==> src/rtl/core/prc_pkg.sv <==
`timescale 1ns / 1ps

package prc_pkg;

	localparam int OUT_CHANNELS = 6;
	localparam int RAW_W        = 12;
	localparam int TICK_W       = 16;
	localparam int ORDER_W      = 3;
	localparam int MAP_W        = ORDER_W * OUT_CHANNELS;
	localparam int CMD_W        = 10;
	localparam int CFG_IDX_W    = 2;
	localparam int CFG_DATA_W   = 18;

	localparam logic [RAW_W-1:0]  RAW_MAX    = 12'd4095;
	localparam logic [RAW_W-1:0]  RAW_RESET  = 12'd1500;
	localparam logic [RAW_W-1:0]  RAW_LOW    = 12'd1000;
	localparam logic [RAW_W-1:0]  RAW_MID    = 12'd1500;
	localparam logic [RAW_W-1:0]  RAW_HIGH   = 12'd2000;
	localparam logic [CMD_W-1:0]  THR_MIN    = 10'd0;
	localparam logic [CMD_W-1:0]  THR_MAX    = 10'd1000;
	localparam logic [CMD_W-1:0]  AXIS_MIN   = 10'b1000001100;
	localparam logic [CMD_W-1:0]  AXIS_MAX   = 10'd500;

	localparam logic [MAP_W-1:0]  MAP_RESET  = 18'd181896;
	localparam logic [TICK_W-1:0] SYNC_RESET = 16'd5000;
	localparam logic [TICK_W-1:0] MIN_RESET  = 16'd500;
	localparam logic [TICK_W-1:0] MAX_RESET  = 16'd2500;

	typedef enum logic [CFG_IDX_W-1:0] {
		REG_ORDER_MAP = 2'd0,
		REG_SYNC_GAP  = 2'd1,
		REG_PULSE_MIN = 2'd2,
		REG_PULSE_MAX = 2'd3
	} cfg_reg_t;

	typedef struct packed {
		logic [OUT_CHANNELS-1:0]            upd;
		logic [OUT_CHANNELS-1:0][RAW_W-1:0] raw;
	} poll_entry_t;

endpackage

==> src/rtl/core/prc_front.sv <==
`timescale 1ns / 1ps

module prc_front
	import prc_pkg::*;
#(
	parameter int NUM_CHANNELS = 6
) (
	input  logic                  clk,
	input  logic                  arst_n,
	input  logic                  wr_en,
	input  logic [CFG_IDX_W-1:0]  wr_index,
	input  logic [CFG_DATA_W-1:0] wr_data,
	input  logic                  in_valid,
	output logic                  in_ready,
	input  logic                  req_type,
	input  logic [TICK_W-1:0]     timestamp,
	input  logic                  pin_high,
	output logic                  q_push,
	output poll_entry_t           q_entry,
	input  logic                  q_full
);

	localparam int SLOT_W = (NUM_CHANNELS > 1) ? $clog2(NUM_CHANNELS) : 1;
	localparam int IDX_W  = $clog2(NUM_CHANNELS + 1);
	localparam logic [ORDER_W-1:0] SRC_MAX = ORDER_W'(NUM_CHANNELS - 1);
	localparam logic [IDX_W-1:0]   IDX_END = IDX_W'(NUM_CHANNELS);

	logic [MAP_W-1:0]        map_q;
	logic [TICK_W-1:0]       sync_q;
	logic [TICK_W-1:0]       min_q;
	logic [TICK_W-1:0]       max_q;
	logic [TICK_W-1:0]       last_q;
	logic [IDX_W-1:0]        idx_q;
	logic [RAW_W-1:0]        raw_q [NUM_CHANNELS];
	logic [NUM_CHANNELS-1:0] fresh_q;
	logic [RAW_W-1:0]        buf_q [OUT_CHANNELS];

	logic                    edge_go;
	logic                    poll_go;
	logic [TICK_W-1:0]       gap;
	logic [RAW_W-1:0]        gap_sat;
	logic [NUM_CHANNELS-1:0] fresh_poll;
	logic [OUT_CHANNELS-1:0] upd;
	logic [SLOT_W-1:0]       src_sel [OUT_CHANNELS];
	logic [RAW_W-1:0]        raw_sel [OUT_CHANNELS];
	logic [ORDER_W-1:0]      src3;
	logic                    near;

	assign in_ready = !q_full;
	assign edge_go  = in_valid && in_ready && !req_type && pin_high;
	assign poll_go  = in_valid && in_ready && req_type;
	assign gap      = timestamp - last_q;
	assign gap_sat  = (gap > TICK_W'(RAW_MAX)) ? RAW_MAX : gap[RAW_W-1:0];

	// slots are walked in channel order so a repeated source sees earlier clears
	always_comb begin
		fresh_poll = fresh_q;
		src3       = '0;
		near       = 1'b0;
		for (int i = 0; i < OUT_CHANNELS; i++) begin
			src3       = map_q[ORDER_W*i +: ORDER_W];
			src_sel[i] = (src3 > SRC_MAX) ? SRC_MAX[SLOT_W-1:0] : src3[SLOT_W-1:0];
			raw_sel[i] = raw_q[src_sel[i]];
			near = !(({1'b0, buf_q[i]} > {1'b0, raw_sel[i]} + 13'd1) ||
			         ({1'b0, raw_sel[i]} > {1'b0, buf_q[i]} + 13'd1));
			upd[i] = fresh_poll[src_sel[i]] && !near;
			if (upd[i]) begin
				fresh_poll[src_sel[i]] = 1'b0;
			end
		end
	end

	assign q_push = poll_go;
	always_comb begin
		q_entry.upd = upd;
		for (int i = 0; i < OUT_CHANNELS; i++) begin
			q_entry.raw[i] = raw_sel[i];
		end
	end

	always_ff @(posedge clk or negedge arst_n) begin
		if (!arst_n) begin
			map_q   <= MAP_RESET;
			sync_q  <= SYNC_RESET;
			min_q   <= MIN_RESET;
			max_q   <= MAX_RESET;
			last_q  <= '0;
			idx_q   <= '0;
			fresh_q <= '1;
			for (int i = 0; i < NUM_CHANNELS; i++) begin
				raw_q[i] <= RAW_RESET;
			end
			for (int i = 0; i < OUT_CHANNELS; i++) begin
				buf_q[i] <= RAW_RESET;
			end
		end else begin
			if (wr_en) begin
				unique case (cfg_reg_t'(wr_index))
					REG_ORDER_MAP: map_q  <= wr_data[MAP_W-1:0];
					REG_SYNC_GAP:  sync_q <= wr_data[TICK_W-1:0];
					REG_PULSE_MIN: min_q  <= wr_data[TICK_W-1:0];
					REG_PULSE_MAX: max_q  <= wr_data[TICK_W-1:0];
					default: ;
				endcase
			end
			if (edge_go) begin
				last_q <= timestamp;
				if (gap > sync_q) begin
					idx_q <= '0;
				end else if (gap > min_q && gap < max_q && idx_q < IDX_END) begin
					fresh_q[idx_q[SLOT_W-1:0]] <= 1'b1;
					raw_q[idx_q[SLOT_W-1:0]]   <= gap_sat;
					idx_q                      <= idx_q + IDX_W'(1);
				end
			end
			if (poll_go) begin
				fresh_q <= fresh_poll;
				for (int i = 0; i < OUT_CHANNELS; i++) begin
					if (upd[i]) begin
						buf_q[i] <= raw_sel[i];
					end
				end
			end
		end
	end

endmodule

==> src/rtl/core/prc_queue.sv <==
`timescale 1ns / 1ps

module prc_queue
	import prc_pkg::*;
(
	input  logic        clk,
	input  logic        arst_n,
	input  logic        push,
	input  poll_entry_t push_entry,
	output logic        full,
	output logic        valid,
	output poll_entry_t head,
	input  logic        pop
);

	poll_entry_t entry_q [2];
	logic        wr_ptr_q;
	logic        rd_ptr_q;
	logic [1:0]  count_q;

	assign full  = (count_q == 2'd2);
	assign valid = (count_q != 2'd0);
	assign head  = entry_q[rd_ptr_q];

	always_ff @(posedge clk) begin
		if (push) begin
			entry_q[wr_ptr_q] <= push_entry;
		end
	end

	always_ff @(posedge clk or negedge arst_n) begin
		if (!arst_n) begin
			wr_ptr_q <= 1'b0;
			rd_ptr_q <= 1'b0;
			count_q  <= 2'd0;
		end else begin
			if (push) begin
				wr_ptr_q <= !wr_ptr_q;
			end
			if (pop) begin
				rd_ptr_q <= !rd_ptr_q;
			end
			case ({push, pop})
				2'b10:   count_q <= count_q + 2'd1;
				2'b01:   count_q <= count_q - 2'd1;
				default: count_q <= count_q;
			endcase
		end
	end

endmodule

==> src/rtl/core/prc_back.sv <==
`timescale 1ns / 1ps

module prc_back
	import prc_pkg::*;
(
	input  logic             clk,
	input  logic             arst_n,
	input  logic             q_valid,
	input  poll_entry_t      q_entry,
	output logic             q_pop,
	output logic             out_valid,
	input  logic             out_ready,
	output logic [CMD_W-1:0] throttle_cmd,
	output logic [CMD_W-1:0] roll_cmd,
	output logic [CMD_W-1:0] pitch_cmd,
	output logic [CMD_W-1:0] yaw_cmd,
	output logic [CMD_W-1:0] aux_one_cmd,
	output logic [CMD_W-1:0] aux_two_cmd
);

	logic [CMD_W-1:0] cmd_q  [OUT_CHANNELS];
	logic [CMD_W-1:0] conv   [OUT_CHANNELS];
	logic             valid_q;
	logic [RAW_W-1:0] r;

	assign q_pop = q_valid && (!valid_q || out_ready);

	always_comb begin
		r = '0;
		for (int i = 0; i < OUT_CHANNELS; i++) begin
			r = q_entry.raw[i];
			if (i == 0) begin
				if (r < RAW_LOW) begin
					conv[i] = THR_MIN;
				end else if (r > RAW_HIGH) begin
					conv[i] = THR_MAX;
				end else begin
					conv[i] = CMD_W'(r - RAW_LOW);
				end
			end else begin
				if (r < RAW_LOW) begin
					conv[i] = AXIS_MIN;
				end else if (r > RAW_HIGH) begin
					conv[i] = AXIS_MAX;
				end else begin
					conv[i] = CMD_W'(r - RAW_MID);
				end
			end
		end
	end

	always_ff @(posedge clk or negedge arst_n) begin
		if (!arst_n) begin
			valid_q <= 1'b0;
			for (int i = 0; i < OUT_CHANNELS; i++) begin
				cmd_q[i] <= (i == 0) ? THR_MIN : AXIS_MAX;
			end
		end else begin
			if (q_pop) begin
				valid_q <= 1'b1;
				for (int i = 0; i < OUT_CHANNELS; i++) begin
					if (q_entry.upd[i]) begin
						cmd_q[i] <= conv[i];
					end
				end
			end else if (out_ready) begin
				valid_q <= 1'b0;
			end
		end
	end

	assign out_valid    = valid_q;
	assign throttle_cmd = cmd_q[0];
	assign roll_cmd     = cmd_q[1];
	assign pitch_cmd    = cmd_q[2];
	assign yaw_cmd      = cmd_q[3];
	assign aux_one_cmd  = cmd_q[4];
	assign aux_two_cmd  = cmd_q[5];

endmodule

==> src/rtl/core/ppm_rc_channel_decoder.sv <==
`timescale 1ns / 1ps
// channel   signals                                          transfer when
// input     in_valid, in_ready, req_type, timestamp, pin_high in_valid & in_ready
// output    out_valid, out_ready, six *_cmd fields           out_valid & out_ready
// config    wr_en, wr_index, wr_data                         wr_en
//
// one input transfer per cycle while in_ready; an edge updates the slot registers
// a poll is judged in the front and passes a two-entry queue to the back,
// via a queue entry register into the output register when the back is free
// in_ready drops only while the queue holds two polls
// arst_n sets all but queue entries to power-up values at once, no clearing pass

module ppm_rc_channel_decoder
	import prc_pkg::*;
#(
	parameter int NUM_CHANNELS = 6
) (
	input  logic                  clk,
	input  logic                  arst_n,
	input  logic                  wr_en,
	input  logic [CFG_IDX_W-1:0]  wr_index,
	input  logic [CFG_DATA_W-1:0] wr_data,
	input  logic                  in_valid,
	output logic                  in_ready,
	input  logic                  req_type,
	input  logic [TICK_W-1:0]     timestamp,
	input  logic                  pin_high,
	output logic                  out_valid,
	input  logic                  out_ready,
	output logic [CMD_W-1:0]      throttle_cmd,
	output logic [CMD_W-1:0]      roll_cmd,
	output logic [CMD_W-1:0]      pitch_cmd,
	output logic [CMD_W-1:0]      yaw_cmd,
	output logic [CMD_W-1:0]      aux_one_cmd,
	output logic [CMD_W-1:0]      aux_two_cmd
);

	logic        q_push;
	logic        q_full;
	logic        q_valid;
	logic        q_pop;
	poll_entry_t push_entry;
	poll_entry_t head_entry;

	prc_front #(
		.NUM_CHANNELS(NUM_CHANNELS)
	) u_front (
		.clk      (clk),
		.arst_n   (arst_n),
		.wr_en    (wr_en),
		.wr_index (wr_index),
		.wr_data  (wr_data),
		.in_valid (in_valid),
		.in_ready (in_ready),
		.req_type (req_type),
		.timestamp(timestamp),
		.pin_high (pin_high),
		.q_push   (q_push),
		.q_entry  (push_entry),
		.q_full   (q_full)
	);

	prc_queue u_queue (
		.clk       (clk),
		.arst_n    (arst_n),
		.push      (q_push),
		.push_entry(push_entry),
		.full      (q_full),
		.valid     (q_valid),
		.head      (head_entry),
		.pop       (q_pop)
	);

	prc_back u_back (
		.clk         (clk),
		.arst_n      (arst_n),
		.q_valid     (q_valid),
		.q_entry     (head_entry),
		.q_pop       (q_pop),
		.out_valid   (out_valid),
		.out_ready   (out_ready),
		.throttle_cmd(throttle_cmd),
		.roll_cmd    (roll_cmd),
		.pitch_cmd   (pitch_cmd),
		.yaw_cmd     (yaw_cmd),
		.aux_one_cmd (aux_one_cmd),
		.aux_two_cmd (aux_two_cmd)
	);

	a_edge_no_push: assert property (@(posedge clk) disable iff (!arst_n)
		(in_valid && in_ready && !req_type) |-> !q_push)
		else $error("edge transfer pushed the queue");

	a_poll_push: assert property (@(posedge clk) disable iff (!arst_n)
		(in_valid && in_ready && req_type) |-> q_push)
		else $error("poll transfer not queued");

	a_no_overflow: assert property (@(posedge clk) disable iff (!arst_n)
		q_push |-> !q_full)
		else $error("push into full queue");

	a_pop_sets_valid: assert property (@(posedge clk) disable iff (!arst_n)
		q_pop |=> out_valid)
		else $error("popped poll not shown at output");

	a_throttle_range: assert property (@(posedge clk) disable iff (!arst_n)
		out_valid |-> (throttle_cmd <= THR_MAX))
		else $error("throttle command out of range");

endmodule
==> config.mk <==
export PLATFORM = sky130hd
export DESIGN_NAME = ppm_rc_channel_decoder
export DESIGN_NICKNAME = d
export VERILOG_FILES = /design/src/rtl/core/prc_pkg.sv /design/src/rtl/core/prc_front.sv /design/src/rtl/core/prc_queue.sv /design/src/rtl/core/prc_back.sv /design/src/rtl/core/ppm_rc_channel_decoder.sv
export SDC_FILE = /design/constraint.sdc
export NUM_CORES = 1
export LEC_CHECK = 0
export BUFFER_PORTS_ARGS = -buffer_cell sky130_fd_sc_hd__buf_2
export CAP_MARGIN = 5
export CELL_PAD_IN_SITES_DETAIL_PLACEMENT = 0
export CELL_PAD_IN_SITES_GLOBAL_PLACEMENT = 2
export CORE_MARGIN = 3
export CORE_UTILIZATION = 25
export DETAILED_ROUTE_END_ITERATION = 10
export HOLD_SLACK_MARGIN = 0.15
export PLACE_DENSITY = 0.58
export SYNTH_ARGS = -nofsm -noshare
export SYNTH_HDL_FRONTEND = slang
export SYNTH_SLANG_ARGS = --single-unit
==> constraint.sdc <==
create_clock -name clk -period 5.3 [get_ports clk]
set_input_delay 0.265 -clock clk [delete_from_list [all_inputs] [get_ports clk]]
set_output_delay 0.265 -clock clk [all_outputs]
set_load 0.01 [all_outputs]
==> results.yml, run 1 <==
sta:
  final.setup_skew_ps: 30.4
  setup_violations: 34
  max_slew_margin: 0.354
  rsz0062_at_grt: "true"
  worstMarginPinSlew_ps: 970
  maxSlewViolCount: 0
  holdWs_ps: 237
  post-route-worst-setup-slack_ps: -136
  fin_setup_tns_ps: -2710
  max_freq_ghz: 0.184
  fin_crit_ps: 5440
  hold_viol: 0
  post-route-period-util: 1.03
layout:
  final_common_cell: "buf_4"
  fin_util: 0.326
  synthToLayoutAreaGrowth_pct: 29.2
  final_cell_mix: "buf_4, nand2_1, ha_1, nor2_1, a21oi_1"
  instances_no_fill: 5003
  num-nets-final: 3682
  drive_gt1_frac: 0.324
synthesis:
  ys_seq_area_frac: 0.415
  synth_top_cell_by_area: "edfxtp_1"
  ys_ff_latch: 456
  syn_area_um2: 29800
  synth_cell_types: 93
  ys_async_sr_fraction: 0.658
  synth-edff-count: 156
  synthCells: 2904
  synth-warning-count: 0
  syn_avg_cell_area_um2: 10.3
  synth_ff_type: "dfrtp_1"
  synth_nets: 3172
  synth_top_area_share: 0.157
  synthTopCellsByArea: "edfxtp_1, dfrtp_1, dfstp_2"
floorplan:
  die_w_um: 351
  core_um2: 118000
  fp.dieH_um: 351
  dieArea_um2: 123000
  ios: 105
  start_util: 0.252
  fp-row-count: 126
grt:
  grt_usage: 0.173
  grt_start_max_net_pins: 117
  gr-total-overflow: 0
  antenna_found_initial: 1
  grt_pass1_vias: 25200
  grt_pass1_wl_mm: 162
run_status:
  outcome: "finished with violations"
  violations: "setup timing"
critical_path:
  start_kind: "register"
  endpoint_kind: "register"
  crit_type: "reg2reg"
  crit_required_ps: 5830
  ff2ff_path_depth: 26
  reg2reg_from: "u_front.map_q[3]$_DFFE_PN1P_"
  r2r_slack_ps: -140
  crit_arrival_ps: 5970
  cp_max_fo: 6
  crit_path_max_incr_delay_ps: 620
  crit_slowest_cell: "dfstp_2"
  timing.rr.end: "u_front.buf_q[33]$_DFFE_PN0P_"
power_and_ir_drop:
  p_leak_nw: 16.2
  ir_drop_mv: 0.336
  p_total_mw: 21.9
  power_density_nw_per_um2: 567
cts:
  clock-sinks: 456
  clkTransAtPathRegs_ps: 60
  numCtsBuffers: 59
  cts.path.max_buffers: 3
  cts_tree: "yes"
  cts_root_buf: "clkbuf_16"
  insertion_delay_ps: 660
  cts-htree-levels: 2
route:
  drc: 0
  drt_pass1_iterations: 5
  antenna_left: 0
  drt-initial-drc-count: 1625
  route.vias.total: 24700
  wl_per_cell_um: 21.7
  routed_wirelength_mm: 109
  avgViaCountPerCell: 4.95
placement:
  dp.cells: 4812
  portBuffers: 104
  place_congestion: 0.933
  hpwlAfterDp_mm: 82.6
job:
  maxCapViolations: 0
hold_path:
  hold_class: "in2async"
cell families (layout without fill, tap and decap cells):
family          count (synthesis)  in the layout  synth area share
flops                         456            456             0.415
compound gates                609            609             0.135
mux                           324            324             0.130
simple gates                  852            854             0.138
xor+xnor                      168            168            0.0493
fa+ha+maj                     225            225            0.0946
buf+inv                       270            829            0.0379
other cells                     0              2                 0
cells in the mapped netlist, drive strengths merged, types with 32 or more instances:
library cell and number:
nor2 215, nor3 40, o21ai 119, nor2b 59, edfxtp 156, buf 50, and3 41, dfstp 143
a22o 32, mux2i 148, nand3 85, clkbuf 72, a31oi 33, xnor2 86, ha 224, xor2 82
nand4 32, a21o 40, nand2 269, a211oi 41, a21oi 191, inv 146, mux2 145, dfrtp 157
stage by stage:
stage                     instance area (µm²)  worst slack [ps]
after floorplan                         29900              -101
after global placement                  35000              -463
after detailed placement                35000              -464
after CTS                               37800              -111
after global routing                    38500              -385
final                                   38500              -136
cell type report:
type / count / area [µm²]
multi-input cells: 2180 / 17200
diodes: 2 / 5.00
clock buffers: 71 / 1580
flip-flops and latches: 456 / 12400
inverters: 148 / 556
fillers: 12100 / 79700
clock inverters: 41 / 384
well taps: 1536 / 1920
repair buffers: 569 / 4500
sequential cells by signal, indices dropped and copies added (netlist names), 2 cells and up:
name                 cells
u_queue.entry_q        156
u_front.buf_q           72
u_front.raw_q           72
u_front.map_q           18
u_front.last_q          16
u_front.max_q           16
u_front.min_q           16
u_front.sync_q          16
u_back.aux_one_cmd      10
u_back.aux_two_cmd      10
u_back.pitch_cmd        10
u_back.roll_cmd         10
u_back.throttle_cmd     10
u_back.yaw_cmd          10
u_front.fresh_q          6
u_front.idx_q            3
u_queue.count_q          2
repair_timing:
action / in CTS / in global routing
endpoints found under the hold margin: 139 / 0
gates resized for setup: 67 / 120
pin swaps: 32 / 40
buffers inserted: 18 / 22
hold buffers: 36 / 0
endpoints found under the setup margin: 134 / 147
gates cloned: 2 / 2
worst max-delay path, delay by kind of cell, from the launching register on:
family	cells	cell delay, ps
multiplexers	1	300
AO/OA/AOI/OAI	9	1500
buffers and inverters	2	280
adder cells (fa/ha/maj)	2	480
flip-flops	1	620
AND/OR/NAND/NOR	11	1950
XOR/XNOR	1	160
worst max path at each step:
stage / slack [ps] / depth (start not counted) / endpoint / startpoint
detailed placement: -460 / 23 / u_front.buf_q[23]$_DFFE_PN0P_ / u_front.map_q[0]$_DFFE_PN0P_
global route: -390 / 25 / u_front.buf_q[29]$_DFFE_PN0P_ / u_front.map_q[8]$_DFFE_PN0P_
finish: -140 / 26 / u_front.buf_q[33]$_DFFE_PN0P_ / u_front.map_q[3]$_DFFE_PN1P_
global placement: -460 / 28 / u_front.fresh_q[0]$_DFFE_PN1P_ / timestamp[0]
CTS: -110 / 26 / u_front.buf_q[29]$_DFFE_PN0P_ / u_front.map_q[3]$_DFFE_PN1P_
floorplan: -100 / 29 / u_front.buf_q[29]$_DFFE_PN0P_ / u_front.map_q[3]$_DFFE_PN1P_
power by group:
group | switching, mW | leakage (nW) | internal (mW) | total, mW
combinational | 6.28 | 10.3 | 5.44 | 11.7
sequential | 1.07 | 4.91 | 5.00 | 6.07
clock | 1.65 | 0.955 | 2.41 | 4.07
total | 9.00 | 16.2 | 12.9 | 21.9
metal layers:
layer  global-route usage  routed length, µm  up-vias
li1                     -                  -    11700
met1                0.233              49900    12300
met2                0.285              50400      593
met3               0.0269               5330      158
met4               0.0520               3130        0
met5                    0                  0        -
(Power assumes the default switching activity.)
==> run 2, diff against run 1 <==
CAP_MARGIN = unset   (was 5)
CTS_BUF_LIST = sky130_fd_sc_hd__clkbuf_4 sky130_fd_sc_hd__clkbuf_8   (was unset)
PLACE_DENSITY = 0.56   (was 0.58)
clock period = 6.66 ns   (was 5.3 ns; I/O delays follow)
==> run 2 against run 1 <==
The flow now finishes without violations. Clock-buffer cell count is 60 higher. Maximum frequency shrank 14%. Hold slack got worse by 38 ps. Design area is 8.3% lower. Critical path type unchanged. Largest cell class unchanged.
==> results.yml, run 2 (synthesis gave the netlist of run 1 again) <==
layout:
  instances_no_fill: 4771
  reg_top3: "u_queue.entry_q: 156 flops, u_front.buf_q: 72 flops, u_front.raw_q: 72 flops"
  top_register: "u_queue.entry_q"
  largest_register_ffs: 156
  num-nets-final: 3423
  design_area_um2: 35300
  final_cell_mix: "nand2_1, ha_1, nor2_1, a21oi_1, edfxtp_1"
  drive_gt1_frac: 0.239
  fill_cells: 12400
  synthToLayoutAreaGrowth_pct: 18.5
  final_common_cell: "nand2_1"
grt:
  grt_pass1_wl_mm: 164
  gr-total-overflow: 0
  antenna_found_initial: 5
  grt_start_max_net_pins: 128
  grt_usage: 0.178
  grt_pass1_vias: 24800
floorplan:
  fp-row-count: 126
  dieArea_um2: 123000
  ios: 105
  start_util: 0.252
  fp.dieH_um: 351
  core_um2: 118000
  die_w_um: 351
critical_path:
  cp_max_fo: 12
  crit_required_ps: 7250
  crit_type: "reg2reg"
  cpMostUsedCell: "nand2_1"
  crit_path_max_incr_delay_ps: 720
  crit_slowest_cell: "dfrtp_1"
  endpoint_kind: "register"
  crit_arrival_ps: 6920
  start_kind: "register"
  path_delay_family: "compound AO/OA/AOI/OAI gates"
  crit_chain: "mux4_2, nand2_1, o21ai_0, buf_4, ha_1, and2_1, and3_1, and2_1, nand2_1, xor2_1, ha_1, a2111oi_0, o211ai_1, a21o_1, a32oi_1, buf_4, nor4_1, o41ai_2, nand2_1, a2111oi_4, nand2_2, mux2_4"
  critPathBufInv: 2
job:
  maxCapViolations: 0
placement:
  place_ws_ps: -22.8
  hpwlAfterDp_mm: 80.5
  dp.cells: 4560
  placed_cell_area_um2: 32800
  portBuffers: 104
  place_congestion: 0.956
sta:
  max_freq_ghz: 0.158
  final.setup_skew_ps: 38.5
  worstMarginPinSlew_ps: 1110
  post-route-period-util: 0.950
  fin_setup_tns_ps: 0
  post-route-worst-setup-slack_ps: 335
  maxSlewViolCount: 0
  rsz0062_at_grt: "false"
  setup_violations: 0
  fin_crit_ps: 6320
  max_slew_margin: 0.258
  hold_viol: 0
hold_path:
  hold_class: "in2async"
route:
  drc: 0
  drt-initial-drc-count: 1542
  routed_wirelength_mm: 110
  route.vias.total: 23800
  drt_pass1_iterations: 5
  wl_per_cell_um: 23.1
  avgViaCountPerCell: 4.99
  antenna_left: 0
cts:
  numCtsBuffers: 91
  clock-sinks: 456
  cts_tree: "yes"
  clkTransAtPathRegs_ps: 70
  cts-htree-levels: 3
  insertion_delay_ps: 740
  cts.path.max_buffers: 3
  cts_root_buf: "clkbuf_8"
run_status:
  outcome: "finished clean"
power_and_ir_drop:
  power_density_nw_per_um2: 452
  p_leak_nw: 14.6
  ir_drop_mv: 0.182
  p_total_mw: 16.0
[run 2: cell type report]
cell class	count	area, µm²	share of cell area
Inverter	148	556	0.0157
Clock buffer	131	1650	0.0466
Multi-Input combinational cell	2178	16400	0.465
Sequential cell	456	12400	0.350
Clock inverter	39	413	0.0117
Timing Repair Buffer	280	1970	0.0557
Antenna cell	3	7.51	0.000212
Tap cell	1536	1920	0.0544
[run 2: through the flow]
step	utilization	hold slack [ps]
floorplan	-	37.4
global placement	0.277	363
detailed placement	0.277	369
CTS	0.298	159
global route	0.299	206
finish	0.299	198
[run 2: routing by layer]
metal,part of all wire,global-route usage,wire length (µm),vias up
li1,-,-,-,11100
met1,0.45,0.236,49200,11800
met2,0.45,0.283,49700,632
met3,0.064,0.0397,7070,208
met4,0.039,0.0678,4300,0
met5,0,0,0,-
[run 2: worst reg2reg max path: stages (launching register included)]
cell	delay [ps]
dfrtp_1	720
mux4_2	660
nand2_1	110
o21ai_0	100
buf_4	190
ha_1	230
and2_1	160
and3_1	210
and2_1	170
nand2_1	80
xor2_1	160
ha_1	270
a2111oi_0	600
o211ai_1	170
a21o_1	230
a32oi_1	250
buf_4	230
nor4_1	90
o41ai_2	270
nand2_1	180
a2111oi_4	380
nand2_2	330
mux2_4	390
[run 2: final timing paths]
kind                                                   startpoint                           endpoint  slack (ps)  cells after the start
worst max register to register      u_front.map_q[12]$_DFFE_PN0P_       u_front.buf_q[5]$_DFFE_PN0P_         340                     22
max in group asynchronous                                  arst_n      u_front.buf_q[45]$_DFFE_PN0P_        5200                      3
min in group clk                                         req_type      u_front.last_q[0]$_DFFE_PN0P_         220                      3
worst min register to register  u_back.aux_two_cmd[2]$_DFFE_PN1P_  u_back.aux_two_cmd[2]$_DFFE_PN1P_         460                      2
worst min-delay path                                       arst_n     u_queue.count_q[1]$_DFFE_PN0P_         200                      2
worst max-delay path                u_front.map_q[12]$_DFFE_PN0P_       u_front.buf_q[5]$_DFFE_PN0P_         340                     22
[run 2: what timing repair did]
action                                  4_1_cts  5_1_grt
hold buffers                                 36        0
pin swaps                                     0        2
endpoints found under the hold margin       151        0
gates cloned                                  0        0
endpoints found under the setup margin       11       63
gates resized for setup                       1       17
buffers inserted                              0        2
[run 2: report_power, final]
part / internal [mW] / switching, mW
Combinational: 3.26 / 4.46
Clock: 1.94 / 1.33
Sequential: 3.98 / 0.987
